--- config.mk ---
export PLATFORM = sky130hd
export DESIGN_NAME = ssbh_sqrt
export DESIGN_NICKNAME = d
export VERILOG_FILES = /design/src/rtl/ssbh_pkg.sv /design/src/rtl/ssbh_sqrt.sv
export SDC_FILE = /design/constraint.sdc
export NUM_CORES = 1
export LEC_CHECK = 0
export ABC_AREA = 1
export BUFFER_PORTS_ARGS = -buffer_cell sky130_fd_sc_hd__buf_2
export CAP_MARGIN = 20
export CORE_UTILIZATION = 45
export CTS_BUF_LIST = sky130_fd_sc_hd__clkbuf_4
export CTS_CLUSTER_DIAMETER = 40
export DETAILED_ROUTE_END_ITERATION = 10
export PLACE_DENSITY = 0.66
export SLEW_MARGIN = 5
export SYNTH_ARGS = -nofsm -noshare
export SYNTH_HDL_FRONTEND = slang
export SYNTH_SLANG_ARGS = --single-unit
--- constraint.sdc ---
create_clock -name clk -period 2.3 [get_ports clk]
set_input_delay 0.115 -clock clk [delete_from_list [all_inputs] [get_ports clk]]
set_output_delay 0.115 -clock clk [all_outputs]
set_load 0.02 [all_outputs]
--- src/rtl/ssbh_pkg.sv ---
// ----------------------------------------------------------------------------
// ssbh_pkg
// Shared types and constants for the swept sphere against box hit test.
// ----------------------------------------------------------------------------
package ssbh_pkg;

  // number of spatial axes
  localparam int NUM_AXES = 3;

  // contact face codes of the grown box
  typedef enum logic [2:0] {
    FACE_NEG_X = 3'd0,
    FACE_POS_X = 3'd1,
    FACE_NEG_Y = 3'd2,
    FACE_POS_Y = 3'd3,
    FACE_NEG_Z = 3'd4,
    FACE_POS_Z = 3'd5
  } face_t;

endpackage

--- src/rtl/ssbh_sqrt.sv ---
// ----------------------------------------------------------------------------
// ssbh_sqrt
// Pipelined integer square root, one root bit per stage, with side data.
// ----------------------------------------------------------------------------
module ssbh_sqrt #(
  parameter int W  = 16,
  parameter int SW = 16
) (
  input  logic             clk,
  input  logic             rst,
  input  logic             en,
  input  logic             in_vld,
  input  logic [2*W-1:0]   in_val,
  input  logic [SW-1:0]    side,
  output logic             out_vld,
  output logic [W-1:0]     root,
  output logic [SW-1:0]    out_side
);
  import ssbh_pkg::*;

  localparam int IW = 2 * W;
  localparam int TW = 2 * W + 1;

  typedef struct packed {
    logic [IW-1:0] rem;
    logic [W-1:0]  root;
    logic [SW-1:0] side;
  } sq_t;

  sq_t        src     [W];
  sq_t        st_next [W];
  sq_t        st      [W];
  logic [W-1:0] vld;

  // one root bit per stage, remainder kept as value minus root squared
  for (genvar j = 0; j < W; j++) begin : g_stage
    localparam int I = W - 1 - j;

    if (j == 0) begin : g_first
      assign src[j] = '{rem: in_val, root: '0, side: side};
    end else begin : g_next
      assign src[j] = st[j-1];
    end

    always_comb begin
      logic [TW-1:0] term;
      term = (TW'(src[j].root) << (I + 1)) + (TW'(1) << (2 * I));
      st_next[j] = src[j];
      if (TW'(src[j].rem) >= term) begin
        st_next[j].rem     = src[j].rem - term[IW-1:0];
        st_next[j].root[I] = 1'b1;
      end
    end

    always_ff @(posedge clk) begin
      if (en) begin
        st[j] <= st_next[j];
      end
    end
  end

  // valid bits travel with the data
  always_ff @(posedge clk) begin
    if (rst) begin
      vld <= '0;
    end else if (en) begin
      vld <= {vld[W-2:0], in_vld};
    end
  end

  assign out_vld  = vld[W-1];
  assign root     = st[W-1].root;
  assign out_side = st[W-1].side;

endmodule

### After elaboration in Yosys (flattened, before gate mapping)

Memory sizes are Yosys's and may differ from the RTL's.
Index checks and enable logic that the tools add are counted.
Widths: inputs -> output; s select.

| word-level totals | value |
|---|---|
| memory bits (writable) | 1,024 |
| register bits | 16 |
| output and inout bits | 33 |
| memories kept | 1 |
| word-level logic and storage cells | 82 |

Memory list:

| name | words | bits a word | read ports | clocked after Yosys merged registers in | write ports | RTL line | RTL |
|---|---|---|---|---|---|---|---|
| st | 16 | 64 | 16 | 0 | 16 | ssbh_sqrt.sv:32 | `sq_t st [W];` |

| cells by class | value |
|---|---|
| magnitude comparators | 16 |
| muxes and demuxes | 33 |
| $add $sub $neg | 31 |

Operator list:

| operator | number |
|---|---|
| $mux 32 | 15 |
| $mux 33 | 1 |
| $add 31x29->32 const B | 1 |
| $ge 32x18->1 | 1 |
| $ge 32x19->1 | 1 |
| $ge 32x20->1 | 1 |
| $ge 32x21->1 | 1 |
| $ge 32x22->1 | 1 |
| $ge 32x23->1 | 1 |
| $ge 32x24->1 | 1 |
| $ge 32x25->1 | 1 |
| $ge 32x26->1 | 1 |
| $ge 32x27->1 | 1 |
| $ge 32x28->1 | 1 |
| $ge 32x29->1 | 1 |
| $ge 32x30->1 | 1 |
| $ge 32x31->1 | 1 |
| $ge 32x31->1 const B | 1 |
| $ge 32x32->1 | 1 |
| $sub 32x18->32 | 1 |
| $sub 32x19->32 | 1 |
| $sub 32x20->32 | 1 |
| $sub 32x21->32 | 1 |
| $sub 32x22->32 | 1 |
| other kinds (26) | 42 |

### Longest topological paths before layout

Gate-level depths: netlist of run 1.
An unclocked memory read counts as a cell.

| logic depth | value |
|---|---|
| word-level depth | 4 |
| gate-level depth with buffers | 15 |
| gate-level depth less buffers | 14 |

### Worst setup path before layout of run 1

No wires, ideal clock.

| path | value |
|---|---|
| path type | reg-to-reg |
| from | memory st[1][367] (netlist bit) |
| to | memory st[1][432] (netlist bit) (data pin) |
| stages on the path, launching flop included | 12 |
| path buffers | 2 |
| arrival | 1,708 ps |
| path slack | 339 ps |
| library setup time | 252 ps |
| path through | edfxtp_1 -> ha_1 -> a21oi_1 -> nand2_1 -> a21oi_1 -> nand2_2 -> nand2_4 -> nand3_4 -> buf_6 -> buf_12 -> nand2_2 -> nand2_1 |

RTL lines:

| what | RTL line |
|---|---|
| start, declared | ssbh_sqrt.sv:32 |

==> results.tsv, run 1 <==
stage	metric	value	unit
grt	GRT Residual Overflow	0	
logic_synthesis	library cells used by synthesis	52	
clocking	CTS tree	done	
timing	actual slew at the worst max-slew pin	546	ps
worst_setup_path	Setup crit start	st[0][435]	
job	max_cap viols	0	
placed_design	routability cong.	0.910	
power	Total Power	41.5	mW
clocking	H-tree depth	4	
clocking	clock latency on the worst-skew pair	1090	ps
worst_setup_path	CP Data Required Time	3060	ps
hold_path	hold endpoint	st[1][46]	
layout	count of nets after finishing	4778	
worst_setup_path	WS Path Type	flop to flop	
placed_design	pre-CTS setup slack	-68.6	ps
clocking	cts bufs inserted	220	
route	vias per inst	4.86	
worst_setup_path	crit-path max FO	10	
placed_design	dpl cell area	45100	um2
grt	initial antenna violation count	2	
logic_synthesis	syn_nets	4212	
grt	largest net degree at the start of global routing	90	
power	Leak Pwr	20.9	nW
logic_synthesis	largest family of logic cells by synthesized area	simple AND/OR/NAND/NOR gates	
logic_synthesis	syn avg cell area	10.5	um2
worst_setup_path	worst-path cell chain	ha_4 -> nand2_2 -> nor3_2 -> nand2_1 -> o21ai_2 -> nor2_4 -> buf_12 -> buf_4 -> nand2_1 -> o21ai_0	
route	Final ANT Viol Nets	0	
grt	number of global-route vias before repair	29000	
layout	fin util	0.540	
route	Remaining DRCs	0	
hold_path	Worst Hold Path Cells	3	
floorplan	Die H	307	um
logic_synthesis	main flop type after synthesis	edfxtp_1	
worst_setup_path	Critical Path Start Type	flop	
route	Pre-Repair DR Iteration Count	6	
floorplan	initial core utilization	0.456	
worst_setup_path	Crit Reg-Reg Startpoint	st[0][435]	
power	Pwr Density	836	nW/um2
logic_synthesis	cell taking the most area after synthesis	edfxtp_1	
layout	post-route cell area	49700	um2
route	Max Used Layer	met4	
logic_synthesis	Post-Synth XOR/XNOR Area	0.0217	
route	Detailed Route WL	93700	um
route	wire length on met2	47300	um
logic_synthesis	sequential area share after synthesis	0.632	
logic_synthesis	Syn Inst Count	4010	
logic_synthesis	Synth Area in Compound Gates	0.0420	
placed_design	HPWL after DPL	68100	um
hold_path	hold_sp	en	
clocking	clk buf depth	3	
floorplan	die width	307	um
timing	Setup Total Neg Slack	0	ps
timing	final period utilization	0.965	
timing	max-slew violations	0	
floorplan	Total Die Area	94400	um2
worst_setup_path	worst reg2reg path depth	10	
clocking	clock root buffer	clkbuf_4	
worst_setup_path	CP most frequent cell	nand2_1	
timing	Final WS setup	80.0	ps
route	total number of vias	29100	
logic_synthesis	Area contributors post-synth	edfxtp_1, nand2_1, inv_1	
placed_design	I/O Buffers	84	
layout	layout cell share with drive strength beyond 1	0.176	
timing	min cycle time layout	2220	ps
layout	P&R area growth vs syn	18.4	%
logic_synthesis	Synth top area share	0.624	
worst_setup_path	CP endpoint kind	flop	
route	Initial DRC Count	1917	
grt	GRT Util Overall	0.200	
logic_synthesis	synthesized cell area	41900	um2
timing	Fmax	450	MHz
logic_synthesis	Synth async-reset ratio	0	
timing	final setup violation count	0	
route	wire length on met3	3680	um
floorplan	row count	111	
logic_synthesis	Synth Area in Adders	0.0448	
clocking	CTS sink cnt	888	
floorplan	Core Footprint	91900	um2
logic_synthesis	synthesized flop and latch total	888	
logic_synthesis	simple logic cell fraction of the synthesized area	0.202	
timing	max_slew headroom	0.635	
floorplan	I/O pins	85	
logic_synthesis	post-synthesis mux area share	0	
worst_setup_path	Worst path max stage delay	430	ps
logic_synthesis	Post-synth EDFFs	872	
worst_setup_path	Critical-path top delay cell	edfxtp_1	
timing	endpoints failing hold	0	
logic_synthesis	YS warnings	0	
grt	first-pass GRT wire length	148000	um
timing	skew final	80.0	ps
clocking	Worst-path clk slew	70	ps
hold_path	worst min-delay path class	input port to flop	
route	drt wl/cell	15.6	um
power	peak supply drop	0.000577	V
status	outcome	finished clean	
worst_setup_path	worst r2r dst	st[0][503]	
worst_setup_path	R2R Setup Slk	80	ps
route	WL met1	40600	um
worst_setup_path	WP data arrival	2980	ps
==> cell type report <==
cell class,instances,area [um2]
antenna,4,10.0
clock buffer,297,2230
clock inverter,97,544
fill,8042,42300
inverter,556,2110
multi-input combinational,2537,13600
sequential,888,26500
tap,1243,1560
timing repair buffer,373,3100
==> registers in the layout, summed over array words and instances (netlist names) <==
| register | cells |
|---|---|
| vld | 16 |
| st | 872 |
==> per-layer routing <==
metal  vias up  global-route usage
li1      14800                   -
met1     13600               0.243
met2       604               0.355
met3       145              0.0349
met4         0              0.0723
met5         -                   0
==> critical path, delay by kind of cell (launching register included) <==
family          cells  cell delay, ps
simple gates        5             600
flops               1             430
fa+ha+maj           1             320
compound gates      2             310
buf+inv             2             270
==> cells in the final DEF (no fill, tap or decap), drive strengths merged <==
master / netlist / final
and3b: 1 / 1
nor3: 57 / 57
or2: 13 / 13
a21oi: 176 / 176
diode: 0 / 4
xnor2: 35 / 35
o21a: 1 / 1
ha: 150 / 150
dfxtp: 16 / 16
a21o: 3 / 3
nand2: 1193 / 1193
nand3b: 27 / 27
nor4b: 2 / 2
a22oi: 1 / 1
dlygate4sd3: 0 / 106
o211ai: 2 / 2
clkinv: 2 / 91
and3: 1 / 1
a21boi: 2 / 2
bufinv: 0 / 2
o21ai: 99 / 99
o31ai: 1 / 1
nor2: 374 / 374
xor2: 69 / 69
buf: 25 / 267
nor3b: 2 / 2
a31o: 1 / 1
clkbuf: 4 / 297
o21bai: 8 / 8
edfxtp: 872 / 872
nand4: 65 / 65
inv: 554 / 559
a31oi: 1 / 1
clkinvlp: 0 / 1
nand3: 224 / 224
and2: 4 / 4
nor4: 25 / 25
==> logic make-up (layout without fill, tap and decap cells) <==
kind of cell    count (synthesis)  in the layout
buf+inv                       585           1323
compound gates                295            295
xor+xnor                      104            104
flops                         888            888
other cells                     0              4
fa+ha+maj                     150            150
simple gates                 1988           1988
==> synthesized netlist by cell type, types with 3 or more instances <==
master    instances
or2_2            13
nor4_1           25
o21bai_1          8
inv_4             4
nor2_4            4
nand4_1          64
nand3_1         212
clkbuf_1          4
ha_1            150
edfxtp_1        872
nand3_2          10
nand2_2          28
o21ai_0          66
dfxtp_1          16
o21ai_2          23
xor2_1           69
nor2_1          353
inv_2            14
a21oi_2          37
nand3b_1         27
nor2_2           17
xnor2_1          35
a21o_1            3
and2_1            3
nor3_2            4
nand2_1        1162
buf_12            3
inv_1           535
buf_4             6
a21oi_1         139
nand2_4           3
buf_6            14
nor3_1           53
o21ai_1          10
==> timing repair <==
action | 4_1_cts | 5_1_grt
hold buffers | 106 | 0
setup buffers | 0 | 21
pin swaps | 0 | 14
gates resized for setup | 6 | 92
endpoints found under the hold margin | 937 | 0
endpoints found under the setup margin | 26 | 166
==> how the worst max path moves through the flow <==
stage	endpoint	slack, ps	cells after the start
after floorplan	st[1][432]	340	11
after global placement	st[0][383]	-10	10
after detailed placement	st[1][117]	-70	12
after CTS	st[0][510]	3	10
after global routing	st[0][503]	-30	10
final	st[0][503]	80	10
==> stage by stage <==
stage          cells  hold WS [ps]
3_5_place_dp    5470           294
4_1_cts         5970          22.0
2_1_floorplan   4010           214
5_1_grt         5994          75.2
6_report        5995           182
3_3_place_gp    5470           292
==> report_power, final <==
group / internal [mW] / leakage, nW / switching, mW / total [mW]
combinational: 3.07 / 10.7 / 4.85 / 7.92
clock: 6.32 / 1.64 / 6.35 / 12.7
sequential: 19.8 / 8.54 / 1.12 / 20.9
No activity file was read; power rests on OpenSTA's default activity.
==> run 2, diff against run 1 <==
--- a/config.mk
+++ b/config.mk
@@ -8,11 +8,12 @@
 export ABC_AREA = 1
 export BUFFER_PORTS_ARGS = -buffer_cell sky130_fd_sc_hd__buf_2
 export CAP_MARGIN = 20
-export CORE_UTILIZATION = 45
-export CTS_BUF_LIST = sky130_fd_sc_hd__clkbuf_4
+export CELL_PAD_IN_SITES_DETAIL_PLACEMENT = 2
+export CELL_PAD_IN_SITES_GLOBAL_PLACEMENT = 2
+export CORE_UTILIZATION = 42
 export CTS_CLUSTER_DIAMETER = 40
 export DETAILED_ROUTE_END_ITERATION = 10
-export PLACE_DENSITY = 0.66
+export PLACE_DENSITY = 0.85
 export SLEW_MARGIN = 5
 export SYNTH_ARGS = -nofsm -noshare
 export SYNTH_HDL_FRONTEND = slang
==> run 2 against run 1 <==
Against the previous run:
- the flow now stops in 5_1_grt
- synthesized area did not move
- synthesized cell count did not move
==> results.tsv, run 2 <==
stage	metric	value	unit	change
logic_synthesis	sequential area share after synthesis	0.632		unchanged
logic_synthesis	count leader, synth	nand2_1		
status	outcome	did not finish		
clocking	H-tree depth	4		unchanged
floorplan	die width	318	um	+3.5%
logic_synthesis	syn_nets	4212		unchanged
clocking	clock root buffer	clkbuf_16		
floorplan	Die H	318	um	+3.5%
logic_synthesis	main flop type after synthesis	edfxtp_1		
clocking	CTS sink cnt	888		unchanged
grt	first-pass GRT wire length	585000	um	
placed_design	routability cong.	0.858		-5.7%
logic_synthesis	Synth async-reset ratio	0		unchanged
floorplan	initial core utilization	0.425		-0.0313
logic_synthesis	Synth top area share	0.624		unchanged
logic_synthesis	cell taking the most area after synthesis	edfxtp_1		
grt	GRT Residual Overflow	2651		
logic_synthesis	library cells used by synthesis	52		unchanged
grt	largest net degree at the start of global routing	70		
placed_design	Placed Cells	5506		+0.66%
logic_synthesis	YS warnings	0		unchanged
placed_design	I/O Buffers	84		unchanged
clocking	cts bufs inserted	145		-34%
floorplan	I/O pins	85		unchanged
status	Fail Step	5_1_grt		
placed_design	dpl cell area	45100	um2	about the same
logic_synthesis	Post-synth EDFFs	872		unchanged
grt	number of global-route vias before repair	58200		
status	Log Error	[ERROR GRT-0116] Global routing finished with congestion. Check the congestion regions in the DRC Viewer.		
logic_synthesis	synthesized cell area	41900	um2	unchanged
logic_synthesis	synthesized flop and latch total	888		unchanged
logic_synthesis	top cells by count, synth	nand2_1, edfxtp_1, inv_1		
grt	GRT Util Overall	0.792		
placed_design	HPWL after DPL	150000	um	+120%
clocking	clk buf depth	3		unchanged
floorplan	row count	115		+3.6%
logic_synthesis	Syn Inst Count	4010		unchanged
logic_synthesis	syn avg cell area	10.5	um2	unchanged
logic_synthesis	Area contributors post-synth	edfxtp_1, nand2_1, inv_1		
-- run 2: cell counts after synthesis --
No cell type changed its count.
-- run 2: cell families after synthesis --
logic type,Yosys count,synth area share
buffers and inverters,585,0.0572
AOI/OAI and AO/OA,295,0.0420
and+or+nand+nor,1988,0.202
adders and majority gates,150,0.0448
DFF,888,0.632
xor gates and xnor gates,104,0.0217
-- run 2: timing repair --
item | 4_1_cts
setup buffers | 209
endpoints found under the setup margin | 249
resized for setup | 1029
hold buffers | 54
pin swaps | 165
endpoints found under the hold margin | 185
gates cloned | 19
-- run 2: per-stage QoR --
stage	TNS (ps)	hold WS [ps]	setup WS, ps
floorplan	0	214	339
global placement	-5510	293	-320
detailed placement	-61570	295	-712
CTS	-9290	9.37	-176
-- run 2: per-layer routing --
| metal | GRT overflow | global-route usage |
|---|---|---|
| met5 | 5 | 0.223 |
| met4 | 776 | 0.829 |
| met3 | 42 | 0.582 |
| met2 | 1808 | 1.01 |
| met1 | 20 | 0.777 |
==> run 3, diff against run 2 <==
--- a/config.mk
+++ b/config.mk
@@ -8,12 +8,9 @@
 export ABC_AREA = 1
 export BUFFER_PORTS_ARGS = -buffer_cell sky130_fd_sc_hd__buf_2
 export CAP_MARGIN = 20
-export CELL_PAD_IN_SITES_DETAIL_PLACEMENT = 2
-export CELL_PAD_IN_SITES_GLOBAL_PLACEMENT = 2
-export CORE_UTILIZATION = 42
-export CTS_CLUSTER_DIAMETER = 40
+export CORE_UTILIZATION = 30
 export DETAILED_ROUTE_END_ITERATION = 10
-export PLACE_DENSITY = 0.85
+export PLACE_DENSITY_LB_ADDON = 0.15
 export SLEW_MARGIN = 5
 export SYNTH_ARGS = -nofsm -noshare
 export SYNTH_HDL_FRONTEND = slang
==> run 3 against run 2 <==
Against the previous run:
- the run now ends clean
==> results.tsv, run 3 (same netlist as run 1, synthesis figures left out) <==
stage	metric	value	unit	change
clocking	clk buf depth	3		unchanged
power	Leak Pwr	20.8	nW	
timing	actual slew at the worst max-slew pin	523	ps	
route	drt wl/cell	15.8	um	
timing	RSZ-0062 raised after global routing	yes		
layout	post-route insts no fill	6389		
floorplan	row count	136		+18%
grt	initial antenna violation count	0		
power	Pwr Density	884	nW/um2	
worst_setup_path	WS Path Type	flop to flop		
timing	Fmax	446	MHz	
floorplan	initial core utilization	0.304		-0.121
power	Int Pwr	32.0	mW	
layout	P&R area growth vs syn	20.8	%	
floorplan	I/O pins	85		unchanged
layout	most common cell after layout, fill and taps aside	nand2_1		
grt	first-pass GRT wire length	158000	um	
layout	count of nets after finishing	4640		
worst_setup_path	CP top delay family	simple AND/OR/NAND/NOR gates		
grt	largest net degree at the start of global routing	81		
hold_path	worst min-delay path class	input port to flop		
layout	top flop regs	st (872), vld (16)		
worst_setup_path	Critical Path Start Type	flop		
worst_setup_path	Critical-path top delay cell	edfxtp_1		
worst_setup_path	CP endpoint kind	flop		
worst_setup_path	worst r2r dst	st[1][305]		
layout	commonest non-fill, non-tap cells in the layout	nand2_1, edfxtp_1, inv_1, nor2_1, nand3_1		
worst_setup_path	CP Data Required Time	2700	ps	
floorplan	Die H	376	um	+18%
power	peak supply drop	0.000645	V	
grt	number of global-route vias before repair	28200		
timing	Setup Total Neg Slack	0	ps	
clocking	clock root buffer	clkbuf_16		
hold_path	Worst Hold Path Cells	2		
timing	final period utilization	0.974		
floorplan	Total Die Area	141000	um2	
hold_path	hold_sp	side[15]		
layout	largest reg by FF count	st		
status	outcome	finished clean		
timing	final setup violation count	0		
route	total number of vias	28000		
layout	Largest register FFs	872		
worst_setup_path	CP most frequent cell	nand2_1		
grt	GRT Residual Overflow	0		
clocking	CTS tree	done		
route	Remaining DRCs	0		
worst_setup_path	R2R Setup Slk	60	ps	
power	P_sw	12.8	mW	
worst_setup_path	Worst path max stage delay	490	ps	
worst_setup_path	Crit Reg-Reg Startpoint	st[1][241]		
clocking	H-tree depth	3		-1
timing	skew final	77.0	ps	
layout	layout cell share with drive strength beyond 1	0.153		
hold_path	hold endpoint	st[0][15]		
clocking	Worst-path clk slew	60	ps	
power	Reg power frac	0.468		
power	combinational share of power	0.181		
clocking	CTS sink cnt	888		unchanged
placed_design	HPWL after DPL	76400	um	-49%
power	switch share	0.286		
power	clock power share	0.351		
clocking	clock latency on the worst-skew pair	710	ps	
worst_setup_path	WP data arrival	2640	ps	
route	Initial DRC Count	1797		
job	max_cap viols	0		
route	vias per inst	4.39		
worst_setup_path	worst reg2reg path depth	10		
worst_setup_path	worst-path cell chain	ha_4 -> nand2_1 -> nor2_4 -> nand2_1 -> nor3_2 -> nand2_1 -> nand3_4 -> inv_6 -> nand2_1 -> nand2_1		
placed_design	Placed Cells	6119		+11%
floorplan	die width	376	um	+18%
layout	fin util	0.367		
timing	max-slew violations	0		
route	Pre-Repair DR Iteration Count	5		
timing	min cycle time layout	2240	ps	
worst_setup_path	Bufs and invs on worst path	1		
clocking	cts bufs inserted	102		-30%
floorplan	Core Footprint	138000	um2	
placed_design	I/O Buffers	84		unchanged
route	Detailed Route WL	101000	um	
route	Final ANT Viol Nets	0		
timing	max_slew headroom	0.648		
grt	GRT Util Overall	0.143		
timing	endpoints failing hold	0		
worst_setup_path	crit-path max FO	18		
placed_design	routability cong.	0.845		-1.5%
[run 3: power groups by stage]
stage	clock [mW]	sequential (mW)	combinational [mW]
6_report	15.7	20.9	8.10
5_1_grt	16.9	21.1	9.21
4_1_cts	16.3	21.0	7.89
3_5_place_dp	0	21.3	7.74
3_3_place_gp	0	21.3	7.78
2_1_floorplan	0	20.7	5.17
[run 3: how the worst max path moves through the flow]
stage                 end  slack (ps)  depth (start not counted)        from
2_1_floorplan  st[1][432]         340                         11  st[1][367]
3_3_place_gp   st[1][111]        -170                         13   st[1][53]
3_5_place_dp   st[1][110]        -150                         13   st[1][53]
4_1_cts        st[0][498]          -7                         10  st[0][410]
5_1_grt        st[1][305]         -40                         10  st[1][241]
6_report       st[1][305]          60                         10  st[1][241]
[run 3: layer usage]
metal  vias to the layer above  global-route usage  part of all wire
met3                       141              0.0215             0.031
li1                      14300                   -                 -
met4                         0              0.0405             0.024
met1                     13200               0.180              0.45
met2                       414               0.253              0.50
met5                         -                   0                 0
[run 3: area by class of cell]
type                       instances  area (um2)
antenna                            1        2.50
clock buffer                     131        2700
clock inverter                    60         582
fill                           13800       87400
inverter                         556        2110
multi-input combinational       2537       13600
sequential                       888       26500
tap                             1863        2330
timing repair buffer             352        2800
timing repair inverter             1        7.51
[run 3: timing repair]
action	4_1_cts	5_1_grt
gates resized for setup	9	102
endpoints found under the setup margin	17	181
pin swaps	1	10
cloned	0	1
hold endpoints to repair	181	0
hold buffers	54	0
buffers inserted	2	21
[run 3: per-stage QoR]
stage / cell area, um2 / setup WS [ps] / power, mW / hold WS (ps)
after floorplan: 41900 / 339 / 25.9 / 214
after global placement: 46000 / -171 / 29.0 / 293
after detailed placement: 46000 / -146 / 29.0 / 296
after CTS: 50000 / -6.65 / 45.2 / 46.2
after global routing: 50600 / -40.8 / 47.2 / 77.2
final: 50600 / 59.3 / 44.8 / 128
